## config.mk

```make
export PLATFORM = sky130hd
export DESIGN_NAME = audio_echo_tone_mixer_flat
export DESIGN_NICKNAME = d
export VERILOG_FILES = /design/src/aetm_pkg.sv /design/src/aetm_stream_if.sv /design/src/aetm_mix_core.sv /design/src/audio_echo_tone_mixer.sv /design/src/flat_wrapper.sv
export VERILOG_INCLUDE_DIRS = /design/src /design/src/src
export SDC_FILE = /design/constraint.sdc
export NUM_CORES = 1
export LEC_CHECK = 0
export BUFFER_PORTS_ARGS = -buffer_cell sky130_fd_sc_hd__buf_2
export CAP_MARGIN = 20
export CORE_MARGIN = 2
export CORE_UTILIZATION = 65
export CTS_CLUSTER_SIZE = 40
export DETAILED_ROUTE_END_ITERATION = 7
export GPL_TIMING_DRIVEN = 0
export HOLD_SLACK_MARGIN = 0.15
export PLACE_DENSITY = 0.85
export SKIP_LAST_GASP = 1
export SYNTH_ARGS = -nofsm -noshare
export SYNTH_HDL_FRONTEND = slang
export SYNTH_SLANG_ARGS = --single-unit
```

## constraint.sdc

```tcl
create_clock -name clk -period 12.84 [get_ports clk]
set_clock_uncertainty 0.15 [all_clocks]
set_input_delay 0 -clock clk [delete_from_list [all_inputs] [get_ports clk]]
set_output_delay 0 -clock clk [all_outputs]
set_load 0.02 [all_outputs]
```

## src/audio_echo_tone_mixer_macros.svh

```systemverilog
// Assertion macros shared by the audio echo/tone mixer RTL.
// Included by files that carry concurrent assertions; needs no package.
`ifndef AUDIO_ECHO_TONE_MIXER_MACROS_SVH
`define AUDIO_ECHO_TONE_MIXER_MACROS_SVH

`ifndef NO_ASSERTIONS

`define AETM_ASSERT_IMP(label, clk, rst_n, ante, cons, msg) \
    label: assert property (@(posedge clk) disable iff (!rst_n) (ante) |-> (cons)) \
        else $error(msg);

`define AETM_ASSERT_NEXT(label, clk, rst_n, ante, cons, msg) \
    label: assert property (@(posedge clk) disable iff (!rst_n) (ante) |=> (cons)) \
        else $error(msg);

`else

`define AETM_ASSERT_IMP(label, clk, rst_n, ante, cons, msg)

`define AETM_ASSERT_NEXT(label, clk, rst_n, ante, cons, msg)

`endif

`endif

```

## src/aetm_pkg.sv

```systemverilog
// Types and constants for the audio echo/tone mixer.
// No dependencies; used by the interfaces, the mixing core and the top level.
package aetm_pkg;

    localparam int SAMPLE_W  = 16;
    localparam int GAIN_W    = 5;
    localparam int MODE_W    = 2;
    localparam int CFG_W     = GAIN_W;
    localparam int ROM_DEPTH = 32;
    localparam int ROM_AW    = $clog2(ROM_DEPTH);

    localparam logic signed [SAMPLE_W-1:0] SAMPLE_MAX = 16'sh7FFF;
    localparam logic signed [SAMPLE_W-1:0] SAMPLE_MIN = 16'sh8000;

    typedef enum logic [MODE_W-1:0] {
        MODE_SILENCE = 2'd0,
        MODE_TONE    = 2'd1,
        MODE_ECHO    = 2'd2,
        MODE_MUTE    = 2'd3
    } mode_t;

    typedef enum logic {
        REG_MODE      = 1'b0,
        REG_ECHO_GAIN = 1'b1
    } reg_index_t;

    localparam logic [GAIN_W-1:0] GAIN_RESET = 5'd4;

    typedef struct packed {
        mode_t             mode;
        logic [GAIN_W-1:0] echo_gain;
    } cfg_t;

    localparam logic signed [SAMPLE_W-1:0] SINE_ROM [ROM_DEPTH] = '{
            16'sd0,     16'sd1170,  16'sd2296,  16'sd3333,
            16'sd4242,  16'sd4988,  16'sd5543,  16'sd5884,
            16'sd6000,  16'sd5884,  16'sd5543,  16'sd4988,
            16'sd4242,  16'sd3333,  16'sd2296,  16'sd1170,
            16'sd0,    -16'sd1170, -16'sd2296, -16'sd3333,
           -16'sd4242, -16'sd4988, -16'sd5543, -16'sd5884,
           -16'sd6000, -16'sd5884, -16'sd5543, -16'sd4988,
           -16'sd4242, -16'sd3333, -16'sd2296, -16'sd1170
    };

endpackage

```

## src/aetm_stream_if.sv

```systemverilog
// Valid/ready stream interfaces for microphone samples and mixer results.
// Depends on aetm_pkg for field widths.
interface aetm_sample_if;
    logic                                  valid;
    logic                                  ready;
    logic signed [aetm_pkg::SAMPLE_W-1:0] in_sample;

    modport source (output valid, output in_sample, input ready);
    modport sink (input valid, input in_sample, output ready);
endinterface

interface aetm_result_if;
    logic                                  valid;
    logic                                  ready;
    logic signed [aetm_pkg::SAMPLE_W-1:0] out_sample;
    logic                                  half_done;
    logic [aetm_pkg::SAMPLE_W-1:0]        peak_level;

    modport source (output valid, output out_sample, output half_done, output peak_level,
                    input ready);
    modport sink (input valid, input out_sample, input half_done, input peak_level,
                  output ready);
endinterface

```

## src/aetm_mix_core.sv

```systemverilog
// Output sample selection: scaled echo with saturation, sine tone, or silence.
// Depends on aetm_pkg for the configuration struct and the sine table.
module aetm_mix_core (
    input  logic signed [aetm_pkg::SAMPLE_W-1:0] sample,
    input  logic [aetm_pkg::ROM_AW-1:0]          phase,
    input  aetm_pkg::cfg_t                       cfg,
    output logic signed [aetm_pkg::SAMPLE_W-1:0] mixed
);

    localparam int PROD_W = aetm_pkg::SAMPLE_W + aetm_pkg::GAIN_W + 1;

    logic signed [PROD_W-1:0] product;
    logic signed [PROD_W-1:0] biased;
    logic signed [PROD_W-1:0] scaled;
    logic signed [aetm_pkg::SAMPLE_W-1:0] echo;

    assign product = PROD_W'(sample) * PROD_W'($signed({1'b0, cfg.echo_gain}));
    assign biased  = product + $signed({{(PROD_W-2){1'b0}}, product[PROD_W-1],
                                        product[PROD_W-1]});
    assign scaled  = biased >>> 2;

    always_comb
    begin
        if (scaled > PROD_W'(aetm_pkg::SAMPLE_MAX)) begin
            echo = aetm_pkg::SAMPLE_MAX;
        end else if (scaled < PROD_W'(aetm_pkg::SAMPLE_MIN)) begin
            echo = aetm_pkg::SAMPLE_MIN;
        end else begin
            echo = scaled[aetm_pkg::SAMPLE_W-1:0];
        end
    end

    always_comb
    begin
        case (cfg.mode)
            aetm_pkg::MODE_ECHO: mixed = echo;
            aetm_pkg::MODE_TONE: mixed = aetm_pkg::SINE_ROM[phase];
            default:             mixed = '0;
        endcase
    end

endmodule

```

## src/audio_echo_tone_mixer.sv

```systemverilog
// Audio echo/tone mixer top level: configuration registers, frame counter,
// half-buffer peak meter and the two-register sample pipeline.
// Depends on aetm_pkg, the stream interfaces, aetm_mix_core and the macro header.

// One microphone sample is taken per transfer and one result leaves per sample,
// in order. The block accepts a sample in every cycle while results are taken;
// each sample passes first through the input register and then the result
// register. The frame position runs over FRAMES frames and half_done marks the
// last frame of each half, with the peak input magnitude of that half in
// peak_level (zero on other frames).
// Configuration writes are meant for times when no sample is in flight.
`include "audio_echo_tone_mixer_macros.svh"

module audio_echo_tone_mixer #(
    parameter int FRAMES = 256
) (
    input  logic                         clk,
    input  logic                         rst_n,
    input  logic                         cfg_write,
    input  logic                         cfg_index,
    input  logic [aetm_pkg::CFG_W-1:0]   cfg_data,
    aetm_sample_if.sink                  capture,
    aetm_result_if.source                playback
);

    localparam int POS_W = $clog2(FRAMES);
    localparam logic [POS_W-1:0] HALF_LAST = POS_W'(FRAMES / 2 - 1);
    localparam logic [POS_W-1:0] FULL_LAST = POS_W'(FRAMES - 1);

    aetm_pkg::cfg_t cfg_reg;

    logic                                  s1_valid_reg;
    logic                                  s1_valid_next;
    logic signed [aetm_pkg::SAMPLE_W-1:0] s1_sample_reg;

    logic                                  out_valid_reg;
    logic                                  out_valid_next;
    logic signed [aetm_pkg::SAMPLE_W-1:0] out_sample_reg;
    logic                                  half_done_reg;
    logic [aetm_pkg::SAMPLE_W-1:0]        peak_level_reg;

    logic [POS_W-1:0]                     frame_pos_reg;
    logic [POS_W-1:0]                     frame_pos_next;
    logic [aetm_pkg::SAMPLE_W-1:0]        running_peak_reg;
    logic [aetm_pkg::SAMPLE_W-1:0]        running_peak_next;

    logic                                  out_free;
    logic                                  s1_move;
    logic                                  accept;
    logic                                  last_frame;
    logic [aetm_pkg::SAMPLE_W-1:0]        magnitude;
    logic [aetm_pkg::SAMPLE_W-1:0]        peak_cand;
    logic signed [aetm_pkg::SAMPLE_W-1:0] mixed;

    always_ff @(posedge clk or negedge rst_n)
    begin
        if (!rst_n) begin
            cfg_reg.mode      <= aetm_pkg::MODE_TONE;
            cfg_reg.echo_gain <= aetm_pkg::GAIN_RESET;
        end else if (cfg_write) begin
            case (aetm_pkg::reg_index_t'(cfg_index))
                aetm_pkg::REG_MODE:
                    cfg_reg.mode <= aetm_pkg::mode_t'(cfg_data[aetm_pkg::MODE_W-1:0]);
                aetm_pkg::REG_ECHO_GAIN:
                    cfg_reg.echo_gain <= cfg_data[aetm_pkg::GAIN_W-1:0];
                default:
                    cfg_reg <= cfg_reg;
            endcase
        end
    end

    assign out_free      = !out_valid_reg || playback.ready;
    assign s1_move       = s1_valid_reg && out_free;
    assign capture.ready = !s1_valid_reg || s1_move;
    assign accept        = capture.valid && capture.ready;

    assign s1_valid_next  = accept ? 1'b1 : (s1_move ? 1'b0 : s1_valid_reg);
    assign out_valid_next = s1_move ? 1'b1 : (playback.ready ? 1'b0 : out_valid_reg);

    assign magnitude  = s1_sample_reg[aetm_pkg::SAMPLE_W-1]
                        ? aetm_pkg::SAMPLE_W'(-s1_sample_reg)
                        : aetm_pkg::SAMPLE_W'(s1_sample_reg);
    assign peak_cand  = (magnitude > running_peak_reg) ? magnitude : running_peak_reg;
    assign last_frame = (frame_pos_reg == HALF_LAST) || (frame_pos_reg == FULL_LAST);

    assign running_peak_next = last_frame ? '0 : peak_cand;
    assign frame_pos_next    = (frame_pos_reg == FULL_LAST) ? '0
                                                            : frame_pos_reg + POS_W'(1'b1);

    aetm_mix_core u_mix_core (
        .sample (s1_sample_reg),
        .phase  (frame_pos_reg[aetm_pkg::ROM_AW-1:0]),
        .cfg    (cfg_reg),
        .mixed  (mixed)
    );

    always_ff @(posedge clk or negedge rst_n)
    begin
        if (!rst_n) begin
            s1_valid_reg     <= 1'b0;
            out_valid_reg    <= 1'b0;
            frame_pos_reg    <= '0;
            running_peak_reg <= '0;
        end else begin
            s1_valid_reg  <= s1_valid_next;
            out_valid_reg <= out_valid_next;
            if (s1_move) begin
                frame_pos_reg    <= frame_pos_next;
                running_peak_reg <= running_peak_next;
            end
        end
    end

    always_ff @(posedge clk)
    begin
        if (accept) begin
            s1_sample_reg <= capture.in_sample;
        end
        if (s1_move) begin
            out_sample_reg <= mixed;
            half_done_reg  <= last_frame;
            peak_level_reg <= last_frame ? peak_cand : '0;
        end
    end

    assign playback.valid      = out_valid_reg;
    assign playback.out_sample = out_sample_reg;
    assign playback.half_done  = half_done_reg;
    assign playback.peak_level = peak_level_reg;

    `AETM_ASSERT_IMP(a_peak_only_on_half, clk, rst_n,
                     out_valid_reg && !half_done_reg, peak_level_reg == '0,
                     "peak reported outside a half boundary")
    `AETM_ASSERT_NEXT(a_peak_cleared, clk, rst_n,
                      s1_move && last_frame, running_peak_reg == '0,
                      "running peak not cleared after half boundary")
    `AETM_ASSERT_NEXT(a_result_loaded, clk, rst_n,
                      s1_move, out_valid_reg,
                      "result register empty after pipeline advance")
    `AETM_ASSERT_NEXT(a_stage_held, clk, rst_n,
                      s1_valid_reg && !out_free, s1_valid_reg && $stable(s1_sample_reg),
                      "input stage lost a sample while stalled")

endmodule

```

## src/flat_wrapper.sv

```systemverilog
// flat-port wrapper written by rule: the top's interface ports become plain ports
module audio_echo_tone_mixer_flat 
#(
    parameter int FRAMES = 256
)
  (clk, rst_n, cfg_write, cfg_index, cfg_data, capture_valid, capture_in_sample, capture_ready, playback_valid, playback_out_sample, playback_half_done, playback_peak_level, playback_ready);
  aetm_sample_if capture_i ();
  aetm_result_if playback_i ();
  input  logic clk;
  input  logic rst_n;
  input  logic cfg_write;
  input  logic cfg_index;
  input  logic [aetm_pkg::CFG_W-1:0] cfg_data;
  input wire logic [$bits(capture_i.valid)-1:0] capture_valid;
  input wire logic [$bits(capture_i.in_sample)-1:0] capture_in_sample;
  output wire logic [$bits(capture_i.ready)-1:0] capture_ready;
  output wire logic [$bits(playback_i.valid)-1:0] playback_valid;
  output wire logic [$bits(playback_i.out_sample)-1:0] playback_out_sample;
  output wire logic [$bits(playback_i.half_done)-1:0] playback_half_done;
  output wire logic [$bits(playback_i.peak_level)-1:0] playback_peak_level;
  input wire logic [$bits(playback_i.ready)-1:0] playback_ready;
  assign capture_i.valid = capture_valid;
  assign capture_i.in_sample = capture_in_sample;
  assign capture_ready = capture_i.ready;
  assign playback_valid = playback_i.valid;
  assign playback_out_sample = playback_i.out_sample;
  assign playback_half_done = playback_i.half_done;
  assign playback_peak_level = playback_i.peak_level;
  assign playback_i.ready = playback_ready;
  audio_echo_tone_mixer #(.FRAMES(FRAMES)) u_core (.clk(clk), .rst_n(rst_n), .cfg_write(cfg_write), .cfg_index(cfg_index), .cfg_data(cfg_data), .capture(capture_i), .playback(playback_i));
endmodule
```

==> results of run 1 <==
[cells by family (layout without fill, tap and decap cells)]
group	count (synthesis)	after routing
AOI/OAI and AO/OA	226	226
xor gates and xnor gates	53	53
adders and majority gates	115	115
buffers and inverters	154	265
DFF	82	82
muxes	9	9
and+or+nand+nor	277	277
[area by class of cell]
type / instances / area (µm²)
multi-input combinational: 680 / 5530
fill: 906 / 3060
sequential: 82 / 2300
timing repair buffer: 95 / 656
inverter: 97 / 364
buffer: 57 / 253
clock buffer: 9 / 225
tap: 172 / 215
clock inverter: 7 / 68.8
[through the flow]
stage               util, %  total power [mW]  hold WS, ns
finish                 75.9              2.12        0.141
global route           75.9              2.30        0.209
CTS                    75.9              2.10        0.153
detailed placement     70.9              1.83      -0.0231
global placement       70.8              1.80      -0.0293
floorplan                 -              1.52       -0.446
[critical path, stage by stage (launching register included)]
cell	delay (ns)
dfrtp_1	0.55
clkbuf_1	0.41
and2_1	0.22
fa_1	0.44
fa_1	0.49
inv_1	0.05
fa_1	0.52
inv_1	0.04
ha_1	0.39
and3_4	0.20
a221oi_4	0.55
xnor2_2	0.19
nand4_1	0.10
or3_1	0.33
clkbuf_2	0.20
nor3_1	0.44
mux2_2	0.40
nor4_1	0.35
o311ai_1	0.13
[path summary, 6_finish.rpt]
kind	start	to	depth (start not counted)
max	u_core.cfg_reg[0]$_DFFE_PN0P_	u_core.playback.out_sample[12]$_DFFE_PP_	18
min	rst_n	u_core.running_peak_reg[10]$_DFFE_PN0P_	2
max reg2reg	u_core.cfg_reg[0]$_DFFE_PN0P_	u_core.playback.out_sample[12]$_DFFE_PP_	18
min reg2reg	u_core.running_peak_reg[8]$_DFFE_PN0P_	u_core.running_peak_reg[8]$_DFFE_PN0P_	2
max in group asynchronous	rst_n	u_core.cfg_reg[6]$_DFFE_PN0P_	2
min in group clk	capture_in_sample[13]	u_core.s1_sample_reg[13]$_DFFE_PP_	2
[Yosys cell counts (4+ instances only)]
| library cell | count | share of area, % |
|---|---|---|
| nand3_1 | 16 | 0.95 |
| xnor2_1 | 37 | 3.8 |
| edfxtp_1 | 49 | 17 |
| buf_6 | 4 | 0.53 |
| mux2_2 | 6 | 0.80 |
| nor4_1 | 7 | 0.52 |
| nand4_1 | 23 | 1.7 |
| dfrtp_1 | 31 | 9.2 |
| o21ai_0 | 38 | 2.3 |
| and2_1 | 76 | 5.6 |
| nand2b_1 | 12 | 0.89 |
| nor3_1 | 17 | 1.0 |
| o31ai_1 | 43 | 3.8 |
| a21oi_1 | 44 | 2.6 |
| clkbuf_1 | 44 | 2.0 |
| buf_2 | 6 | 0.36 |
| and3_1 | 4 | 0.30 |
| o311ai_1 | 6 | 0.62 |
| xor2_1 | 14 | 1.5 |
| o211ai_1 | 6 | 0.53 |
| nor2b_1 | 4 | 0.30 |
| nor2_1 | 31 | 1.4 |
| a211o_1 | 4 | 0.41 |
| ha_1 | 66 | 9.8 |
| or3_1 | 4 | 0.30 |
| a21o_1 | 17 | 1.5 |
| a211oi_1 | 5 | 0.44 |
| fa_1 | 49 | 12 |
| a32oi_1 | 16 | 1.7 |
| nand2_1 | 61 | 2.7 |
| inv_1 | 94 | 4.2 |
| a31oi_1 | 5 | 0.37 |
| o311ai_0 | 6 | 0.62 |
[layout by cell type, fill, tap and decap left out, types with 5 or more instances in the layout]
| cell type | instances |
|---|---|
| mux2_2 | 6 |
| xor2_1 | 14 |
| o21ai_0 | 38 |
| nand2b_1 | 12 |
| o211ai_1 | 6 |
| a211oi_1 | 5 |
| dfrtp_1 | 31 |
| xnor2_1 | 37 |
| dlygate4sd3_1 | 33 |
| a21o_1 | 17 |
| inv_1 | 94 |
| nand2_1 | 61 |
| a31oi_1 | 5 |
| clkbuf_16 | 9 |
| a21oi_1 | 44 |
| and2_1 | 76 |
| nand4_1 | 23 |
| a32oi_1 | 16 |
| o311ai_0 | 6 |
| ha_1 | 66 |
| fa_1 | 49 |
| nor4_1 | 7 |
| buf_2 | 67 |
| o31ai_1 | 43 |
| edfxtp_1 | 49 |
| clkbuf_1 | 44 |
| nor2_1 | 31 |
| nor3_1 | 17 |
| o311ai_1 | 6 |
| nand3_1 | 16 |
[layer usage]
metal,vias to the layer above,share of wire (%)
li1,3485,-
met1,3498,42
met2,365,48
met3,61,7.0
met4,0,3.0
met5,-,0
[report_power, final]
part	internal (mW)	switching (mW)	leakage, nW
Combinational	0.584	0.930	3.36
Sequential	0.327	0.0232	0.825
Clock	0.150	0.107	0.145
[timing repair]
action / in CTS / in global routing
resized for setup: 0 / 0
endpoints found under the hold margin: 58 / 0
hold buffers: 33 / 0
==> reports/results.tsv, run 1 <==
stage	metric	value	unit
global_route	grt_max_degree	34	
logic_synthesis	ys_ff_latch	82	
detailed_routing	drtPass1Iterations	7	
logic_synthesis	syn_area	0.00845	mm²
final_layout	syn_to_final_growth	13.8	%
cts	h-tree-depth	3	
cts	clk_path_buf_depth	2	
logic_synthesis	yosys_warnings	0	
cts	clkLatencyLatePin	0.35	ns
power_and_ir_drop	ir_drop	0.000132	V
setup_path	end_kind	flop	
logic_synthesis	synth_async_sr_flop_share	40.2	%
detailed_routing	vias	7409	
placed_design	dpl_cell_area	0.00899	mm²
detailed_routing	routed_wl	20.6	mm
status	status	finished, final reports clean	
final_layout	diodes	0	
cts	path_clk_slew	0.06	ns
timing	fin_setup_tns	0	ns
floorplan	core	0.0127	mm²
floorplan	start_util	66.7	%
detailed_routing	wl_per_cell	17.2	µm
final_layout	finalInstanceArea	0.00961	mm²
timing	fin_crit_sh	50.0	%
cts	cts_tree	built	
global_route	grtUsageMet1	40.5	%
setup_path	critPathRequiredTime	12.76	ns
logic_synthesis	syn_inst	916	
run	max-cap-violations	0	
logic_synthesis	synth-xor-area-share	5.80	%
final_layout	nNetsFinal	1164	
logic_synthesis	ys_seq_area_share	27.2	%
floorplan	dieArea	0.0139	mm²
timing	rsz0062_at_grt	false	
timing	slew_headroom	43.8	%
logic_synthesis	synth_edf_count	49	
global_route	grt_pass1_wl	34.3	mm
logic_synthesis	synthAdderAreaFrac	21.4	%
global_route	grt_usage	30.3	%
timing	worstMarginPinSlew	0.843	ns
setup_path	worstSetupPathType	flop to flop	
floorplan	row_count	41	
floorplan	die_y	118	µm
global_route	grt_use_met3	5.09	%
logic_synthesis	syn_area_per_cell	9.22	µm²
placed_design	port-buffer-count	61	
power_and_ir_drop	leakage	4.33	nW
timing	fmax	156	MHz
logic_synthesis	synthMuxAreaShare	1.16	%
floorplan	num_io_pins	62	
detailed_routing	viasPerCell	6.18	
setup_path	path_max_fanout	10	
cts	cts.sinks	82	
logic_synthesis	synth_compound_area_share	19.0	%
cts	cts.repair_timing.setup_buffer_count	0	
logic_synthesis	yosys.area_share.simple	18.1	%
timing	hold_violations	0	
detailed_routing	drc_errors	0	
logic_synthesis	syn_nets	1058	
logic_synthesis	ys.flop_type	edfxtp_1	
power_and_ir_drop	power_density	221	mW/mm²
logic_synthesis	synth_top_family_by_area	adder cells	
global_route	met2_usage	50.1	%
setup_path	reg2reg_slack	6.42	ns
global_route	grt_busiest_layer	met2	
final_layout	final_cells	1199	
setup_path	start_kind	flop	
timing	min_period	6.42	ns
placed_design	gp_congestion	0.998	
timing	fin_ws	6.42	ns
detailed_routing	drtIter0Drc	734	
detailed_routing	antenna_left	0	
placed_design	placed_cells	1150	
final_layout	drive_gt1_share	10.9	%
cts	cts_buffers	9	
global_route	grt_pass1_vias	7156	
floorplan	die_w	118	µm
placed_design	hpwl	15.3	mm
timing	slew_violations	0	
global_route	grt_overflow_total	0	
setup_path	crit_arrival	6.34	ns
timing	finalSetupViolCount	0	
placed_design	pre_cts_ws	6.54	ns
global_route	antenna_found_initial	0	
cts	ctsRootBufferMaster	clkbuf_16	
logic_synthesis	yosysUniqueCellTypes	75	
hold_path	hold_path_class	primary input to async pin	
Power figures use the tool's default switching activity.
==> run 2: changes to the inputs <==
--- a/config.mk
+++ b/config.mk
@@ -9,12 +9,12 @@
 export BUFFER_PORTS_ARGS = -buffer_cell sky130_fd_sc_hd__buf_2
 export CAP_MARGIN = 20
 export CORE_MARGIN = 2
-export CORE_UTILIZATION = 65
+export CORE_UTILIZATION = 56
 export CTS_CLUSTER_SIZE = 40
 export DETAILED_ROUTE_END_ITERATION = 7
 export GPL_TIMING_DRIVEN = 0
 export HOLD_SLACK_MARGIN = 0.15
-export PLACE_DENSITY = 0.85
+export PLACE_DENSITY = 0.78
 export SKIP_LAST_GASP = 1
 export SYNTH_ARGS = -nofsm -noshare
 export SYNTH_HDL_FRONTEND = slang
==> constraint.sdc (replaced) <==
create_clock -name clk -period 5.3 [get_ports clk]
set_clock_uncertainty 0.15 [all_clocks]
set_input_delay 0 -clock clk [delete_from_list [all_inputs] [get_ports clk]]
set_output_delay 0 -clock clk [all_outputs]
set_load 0.02 [all_outputs]
==> run 2 against run 1 <==
Against the previous run:
- utilization decreased by 2.8 points
- first-iteration DRC count increased by 1.1%
- the flow now finishes with violations (setup timing)
- non-clock buffer count increased by 53
- highest routed layer unchanged
- die area increased by 16%
- combinational power increased to 3.4 times the previous value
- final cell count increased by 5.4%
- critical path depth increased by 2
==> reports/results.tsv, run 2 (same netlist as run 1, synthesis figures left out) <==
stage	metric	value	unit	change
global_route	grt_usage	29.1	%	-1.2 points
timing	fmax	175	MHz	+13%
timing	slew_violations	0		unchanged
global_route	grt_max_degree	30		-12%
power_and_ir_drop	power_density	613	mW/mm²	+180%
setup_path	worstSetupPathType	flop to flop		
power_and_ir_drop	clockPowerShare	9.5	%	-2.6 points
floorplan	row_count	44		+7.3%
timing	finalSetupViolCount	15		+15
setup_path	end_kind	flop		
power_and_ir_drop	leakage	4.77	nW	+10%
detailed_routing	drtIter0Drc	742		+1.1%
cts	cts_buffers	9		unchanged
floorplan	die_y	127	µm	+7.5%
global_route	grt_overflow_total	0		unchanged
timing	rsz0062_at_grt	true		
detailed_routing	drtPass1Iterations	8		+1
timing	min_period	5.70	ns	-0.717 ns
timing	fin_ws	-0.401	ns	-6.82 ns
hold_path	holdPathEnd	u_core.s1_sample_reg[2]$_DFFE_PP_		
power_and_ir_drop	p_seq_share	13.0	%	-3.5 points
final_layout	layout_common_cells	inv_1, and2_1, buf_2, nand2_1, ha_1		
final_layout	syn_to_final_growth	26.7	%	
placed_design	gp_congestion	0.919		-7.9%
final_layout	final_core_util	73.1	%	-2.8 points
status	status	complete, but fails checks		
floorplan	die_w	127	µm	+7.5%
floorplan	dieArea	0.0161	mm²	+16%
cts	clk_path_buf_depth	2		unchanged
global_route	grt_pass1_wl	37.4	mm	+8.9%
detailed_routing	antenna_left	0		unchanged
cts	path_clk_slew	0.07	ns	about the same
setup_path	path_max_fanout	7		-3
power_and_ir_drop	power.switching	3.25	mW	+210%
detailed_routing	vias	7842		+5.8%
setup_path	critPathRequiredTime	5.33	ns	-7.43 ns
power_and_ir_drop	comb_power_share	77.6	%	+6.2 points
final_layout	drive_gt1_share	23.1	%	+12 points
detailed_routing	drc_errors	0		unchanged
timing	hold_violations	0		unchanged
hold_path	min_from	capture_in_sample[2]		
timing	fin_crit_sh	108	%	+58 points
cts	cts_tree	built		
final_layout	diodes	0		unchanged
cts	ctsRootBufferMaster	clkbuf_16		
cts	h-tree-depth	3		unchanged
status	violations	setup timing		
timing	slew_headroom	43.7	%	-0.13 points
power_and_ir_drop	ir_drop	0.000319	V	+140%
floorplan	num_io_pins	62		unchanged
placed_design	hpwl	15.6	mm	+1.9%
detailed_routing	viasPerCell	6.20		+0.40%
setup_path	r2r_start	u_core.cfg_reg[2]$_DFFE_PN1P_		
final_layout	layout_commonest_cell	inv_1		
placed_design	port-buffer-count	61		unchanged
setup_path	crit_arrival	5.73	ns	-0.61 ns
cts	cts.sinks	82		unchanged
final_layout	n_fill_cell	1015		+12%
power_and_ir_drop	total_power	6.56	mW	+210%
power_and_ir_drop	sw_frac_of_total	49.6	%	-0.36 points
setup_path	start_kind	flop		
detailed_routing	wl_per_cell	18.7	µm	+8.5%
cts	clkLatencyLatePin	0.36	ns	about the same
setup_path	reg2reg_slack	-0.40	ns	-6.82 ns
setup_path	r2r_cells	20		+2
timing	worstMarginPinSlew	0.845	ns	+0.00190 ns
setup_path	regToRegEndpoint	u_core.playback.out_sample[6]$_DFFE_PP_		
power_and_ir_drop	internal_power	3.30	mW	+210%
detailed_routing	routed_wl	23.6	mm	+14%
floorplan	start_util	57.7	%	-9.0 points
global_route	antenna_found_initial	0		unchanged
hold_path	hold_path_class	primary input to flop		
global_route	grt_pass1_vias	7662		+7.1%
floorplan	core	0.0146	mm²	+16%
run	max-cap-violations	0		unchanged
hold_path	holdPathStages	2		
final_layout	nNetsFinal	1217		+4.6%
run 2: how the worst max path moves through the flow:
stage / startpoint / endpoint / slack [ns] / cells after the start
3_3_place_gp: u_core.cfg_reg[0]$_DFFE_PN0P_ / u_core.playback.out_sample[12]$_DFFE_PP_ / -0.57 / 18
5_1_grt: u_core.cfg_reg[2]$_DFFE_PN1P_ / u_core.playback.out_sample[1]$_DFFE_PP_ / -0.58 / 20
6_report: u_core.cfg_reg[2]$_DFFE_PN1P_ / u_core.playback.out_sample[6]$_DFFE_PP_ / -0.40 / 20
2_1_floorplan: u_core.cfg_reg[2]$_DFFE_PN1P_ / u_core.playback.out_sample[12]$_DFFE_PP_ / 0.007 / 18
3_5_place_dp: u_core.cfg_reg[0]$_DFFE_PN0P_ / u_core.playback.out_sample[10]$_DFFE_PP_ / -0.56 / 18
4_1_cts: u_core.cfg_reg[2]$_DFFE_PN1P_ / u_core.playback.out_sample[12]$_DFFE_PP_ / -0.22 / 17
run 2: final cells by class:
cell class                 count  area (µm²)  share of cell area, %
clock buffer                   9         225                   2.10
clock inverter                 7        58.8                  0.549
sequential                    82        2300                   21.5
buffer                        51         317                   2.96
inverter                      97         369                   3.45
multi-input combinational    680        6030                   56.4
tap                          184         230                   2.15
timing repair buffer         154        1160                   10.9
run 2: per-stage QoR:
stage	area, µm²	worst slack, ns	cells	TNS, ns	hold slack [ns]
2_1_floorplan	8600	0.00742	916	0	-0.446
3_3_place_gp	9140	-0.567	1161	-6.15	-0.0201
3_5_place_dp	9160	-0.557	1162	-7.01	-0.0157
4_1_cts	10400	-0.225	1251	-2.63	0.185
5_1_grt	10700	-0.579	1264	-8.31	0.195
6_report	10700	-0.401	1264	-5.45	0.201
run 2: worst max-delay path, stage by stage, from the launching register on:
cell and delay [ns]:
dfstp_2 0.57, buf_12 0.12, and2_4 0.14, fa_1 0.41
fa_1 0.53, inv_2 0.04, fa_1 0.51, inv_2 0.05
ha_4 0.23, a21o_4 0.22, a221oi_4 0.29, buf_6 0.15
buf_4 0.11, o21ai_0 0.14, a31oi_1 0.39, nand3_1 0.19
nor4_4 0.36, xor2_1 0.12, o31a_2 0.39, buf_8 0.16
o31ai_1 0.24
run 2: metal layers:
metal	track usage [%]	vias to the layer above	routed length (µm)
met4	9.57	0	640
met5	0	-	0
li1	-	3601	-
met1	37.9	3772	9680
met2	49.1	400	11500
met3	5.53	69	1780
run 2: power by group through the flow:
stage,sequential (mW),clock (mW),combinational [mW]
2_1_floorplan,0.907,0,2.92
4_1_cts,0.847,0.620,4.40
6_report,0.850,0.622,5.09
5_1_grt,0.860,0.649,5.48
3_3_place_gp,0.858,0,3.69
3_5_place_dp,0.861,0,3.74
run 2: what timing repair did:
| action | CTS | global route |
|---|---|---|
| setup endpoints to repair | 16 | 16 |
| pin swaps | 29 | 22 |
| gates cloned | 1 | 1 |
| endpoints found under the hold margin | 58 | 0 |
| hold buffers | 36 | 0 |
| resized for setup | 66 | 47 |
| setup buffers | 40 | 14 |
==> run 3: changes to the inputs <==
--- a/config.mk
+++ b/config.mk
@@ -8,13 +8,14 @@
 export LEC_CHECK = 0
 export BUFFER_PORTS_ARGS = -buffer_cell sky130_fd_sc_hd__buf_2
 export CAP_MARGIN = 20
+export CELL_PAD_IN_SITES_DETAIL_PLACEMENT = 0
+export CELL_PAD_IN_SITES_GLOBAL_PLACEMENT = 2
 export CORE_MARGIN = 2
-export CORE_UTILIZATION = 56
-export CTS_CLUSTER_SIZE = 40
+export CORE_UTILIZATION = 36
 export DETAILED_ROUTE_END_ITERATION = 7
 export GPL_TIMING_DRIVEN = 0
 export HOLD_SLACK_MARGIN = 0.15
-export PLACE_DENSITY = 0.78
+export PLACE_DENSITY_LB_ADDON = 0.1
 export SKIP_LAST_GASP = 1
 export SYNTH_ARGS = -nofsm -noshare
 export SYNTH_HDL_FRONTEND = slang
==> run 3 against run 2 <==
Against the previous run:
- routed wire length up 6.2%
- the flow still finishes with violations (setup timing)
- maximum frequency up 2.3%
- clock power up 11%
- largest power group unchanged
- global-route usage down 7.9 points
- count of clock-buffer cells in the layout up 4
- critical path depth down 2
==> reports/results.tsv, run 3 (same netlist as run 1, synthesis figures left out) <==
stage	metric	value	unit	change
cts	clk_path_buf_depth	2		unchanged
cts	cts.sinks	82		unchanged
detailed_routing	drtPass1Iterations	4		-4
power_and_ir_drop	ir_drop	0.000433	V	+36%
status	status	complete, but fails checks		
power_and_ir_drop	clockPowerShare	10.2	%	+0.7 points
timing	slew_violations	0		unchanged
cts	cts_tree	built		
final_layout	layout_commonest_cell	inv_1		
power_and_ir_drop	leakage	4.81	nW	+0.95%
final_layout	finalInstanceArea	0.0110	mm²	+2.8%
final_layout	final_core_util	47.3	%	-26 points
timing	fin_ws	-0.274	ns	+0.127 ns
floorplan	row_count	56		+27%
final_layout	layout_common_cells	inv_1, and2_1, buf_2, nand2_1, ha_1		
detailed_routing	antenna_left	0		unchanged
detailed_routing	wl_per_cell	18.1	µm	-3.3%
power_and_ir_drop	comb_power_share	77.0	%	-0.6 points
floorplan	num_io_pins	62		unchanged
setup_path	critPathRequiredTime	5.23	ns	-0.10 ns
cts	clkLatencyLatePin	0.35	ns	about the same
floorplan	dieArea	0.0247	mm²	+54%
global_route	antenna_found_initial	0		unchanged
status	violations	setup timing		
cts	cts_buffers	9		unchanged
setup_path	regToRegEndpoint	u_core.playback.out_sample[12]$_DFFE_PP_		
detailed_routing	drtIter0Drc	329		-56%
timing	finalSetupViolCount	15		unchanged
final_layout	nNetsFinal	1206		-0.90%
cts	path_clk_slew	0.06	ns	about the same
floorplan	die_y	157	µm	+24%
hold_path	hold_path_class	primary input to async pin		
power_and_ir_drop	total_power	6.71	mW	+2.4%
power_and_ir_drop	internal_power	3.42	mW	+3.5%
setup_path	reg2reg_slack	-0.27	ns	+0.13 ns
detailed_routing	viasPerCell	5.30		-15%
final_layout	syn_to_final_growth	30.3	%	
setup_path	crit_chain	buf_12 -> clkbuf_8 -> nand2_1 -> fa_2 -> fa_1 -> fa_1 -> inv_1 -> ha_4 -> a21oi_2 -> o21ai_2 -> or2_2 -> o32a_4 -> xor2_4 -> buf_6 -> o32a_1 -> a211o_1 -> nor4_4 -> o311ai_2		
cts	h-tree-depth	3		unchanged
setup_path	critPathMostFrequentCell	fa_1		
floorplan	die_w	157	µm	+24%
detailed_routing	routed_wl	25.1	mm	+6.2%
setup_path	path_max_fanout	7		unchanged
global_route	grt_pass1_vias	7630		-0.42%
timing	fmax	179	MHz	+2.3%
timing	rsz0062_at_grt	true		
global_route	grt_max_degree	34		+13%
setup_path	end_kind	flop		
placed_design	port-buffer-count	61		unchanged
timing	fin_setup_tns	-2.84	ns	+2.62 ns
global_route	grt_overflow_total	0		unchanged
power_and_ir_drop	p_seq_share	12.7	%	-0.3 points
timing	fin_crit_sh	105	%	-2.4 points
setup_path	worstSetupPathType	flop to flop		
final_layout	diodes	0		unchanged
detailed_routing	vias	7362		-6.1%
power_and_ir_drop	sw_frac_of_total	49.1	%	-0.55 points
setup_path	r2r_start	u_core.cfg_reg[2]$_DFFE_PN1P_		
floorplan	core	0.0233	mm²	+59%
setup_path	crit_arrival	5.50	ns	-0.23 ns
setup_path	start_kind	flop		
setup_path	r2r_cells	18		-10%
cts	ctsRootBufferMaster	clkbuf_16		
timing	worstMarginPinSlew	0.883	ns	+0.0382 ns
power_and_ir_drop	power_density	610	mW/mm²	-0.45%
timing	slew_headroom	40.7	%	-3.0 points
detailed_routing	drc_errors	0		unchanged
timing	hold_violations	0		unchanged
setup_path	slowest_stage	fa_2		
final_layout	drive_gt1_share	23.7	%	+0.52 points
setup_path	cpPeakStageDelay	0.65	ns	+0.08 ns
global_route	grt_usage	21.1	%	-7.9 points
placed_design	hpwl	18.2	mm	+17%
global_route	grt_pass1_wl	40.8	mm	+9.1%
run	max-cap-violations	0		unchanged
floorplan	start_util	36.3	%	-21 points
power_and_ir_drop	power.switching	3.29	mW	+1.2%
placed_design	gp_congestion	0.772		-16%
placed_design	dpl_cell_area	0.00933	mm²	+1.8%
timing	min_period	5.57	ns	-0.127 ns
run 3: cell types whose count changed in the layout (fill, tap and decap cells not counted), sizes merged:
| cell | delta |
|---|---|
| inv | -4 |
| bufinv | +1 |
| clkbuf | +6 |
| clkinvlp | -1 |
| buf | -11 |
| dlygate4sd3 | -2 |
run 3: worst max path at each step:
stage	to	slack [ns]	from
floorplan	u_core.playback.out_sample[12]$_DFFE_PP_	0.007	u_core.cfg_reg[2]$_DFFE_PN1P_
global placement	u_core.playback.out_sample[13]$_DFFE_PP_	-0.79	u_core.cfg_reg[0]$_DFFE_PN0P_
detailed placement	u_core.playback.out_sample[14]$_DFFE_PP_	-0.86	u_core.cfg_reg[3]$_DFFE_PN0P_
CTS	u_core.playback.out_sample[2]$_DFFE_PP_	-0.31	u_core.cfg_reg[0]$_DFFE_PN0P_
global route	u_core.playback.out_sample[12]$_DFFE_PP_	-0.44	u_core.cfg_reg[2]$_DFFE_PN1P_
finish	u_core.playback.out_sample[12]$_DFFE_PP_	-0.27	u_core.cfg_reg[2]$_DFFE_PN1P_
run 3: cell type report:
cell class                      count  area, µm²
Fill cell                        2286      12300
Clock buffer                       13        283
Multi-Input combinational cell    680       6210
Tap cell                          319        399
Sequential cell                    82       2300
Clock inverter                      3       43.8
Inverter                           97        372
Buffer                             49        287
Timing Repair Buffer              145       1110
run 3: critical path: cells and delay by family, from the launching register on:
| family | cells | cell delay, ns |
|---|---|---|
| fa+ha+maj | 4 | 1.88 |
| buf+inv | 4 | 0.51 |
| flops | 1 | 0.56 |
| compound gates | 6 | 1.33 |
| xor+xnor | 1 | 0.20 |
| simple gates | 3 | 0.66 |
run 3: power by group through the flow:
| stage | clock network (mW) | logic [mW] | registers, mW |
|---|---|---|---|
| final | 0.688 | 5.17 | 0.855 |
| after global routing | 0.736 | 5.69 | 0.866 |
| after CTS | 0.704 | 4.70 | 0.854 |
| after detailed placement | 0 | 3.90 | 0.868 |
| after global placement | 0 | 3.94 | 0.868 |
| after floorplan | 0 | 2.92 | 0.907 |
run 3: repair_timing:
| action | 4_1_cts | 5_1_grt |
|---|---|---|
| setup endpoints to repair | 16 | 16 |
| resized for setup | 83 | 62 |
| hold buffers | 34 | 0 |
| pin swaps | 38 | 34 |
| setup buffers | 32 | 12 |
| endpoints found under the hold margin | 58 | 0 |
| gates cloned | 5 | 0 |
run 3: layer usage:
metal / up-vias / wire length [µm] / part of all wire, % / track usage, %
met5: - / 0 / 0 / 0
met4: 0 / 395 / 1.6 / 6.02
met3: 22 / 754 / 3.0 / 2.23
met2: 137 / 12300 / 49 / 36.0
met1: 3620 / 11600 / 46 / 28.4
li1: 3583 / - / - / -
run 3: through the flow:
stage               setup slack (ns)  hold slack [ns]  std cells
global placement              -0.788          0.00753       1296
CTS                           -0.313            0.160       1380
floorplan                    0.00742           -0.446        916
global route                  -0.437            0.203       1388
finish                        -0.274            0.129       1388
detailed placement            -0.861         -0.00108       1297
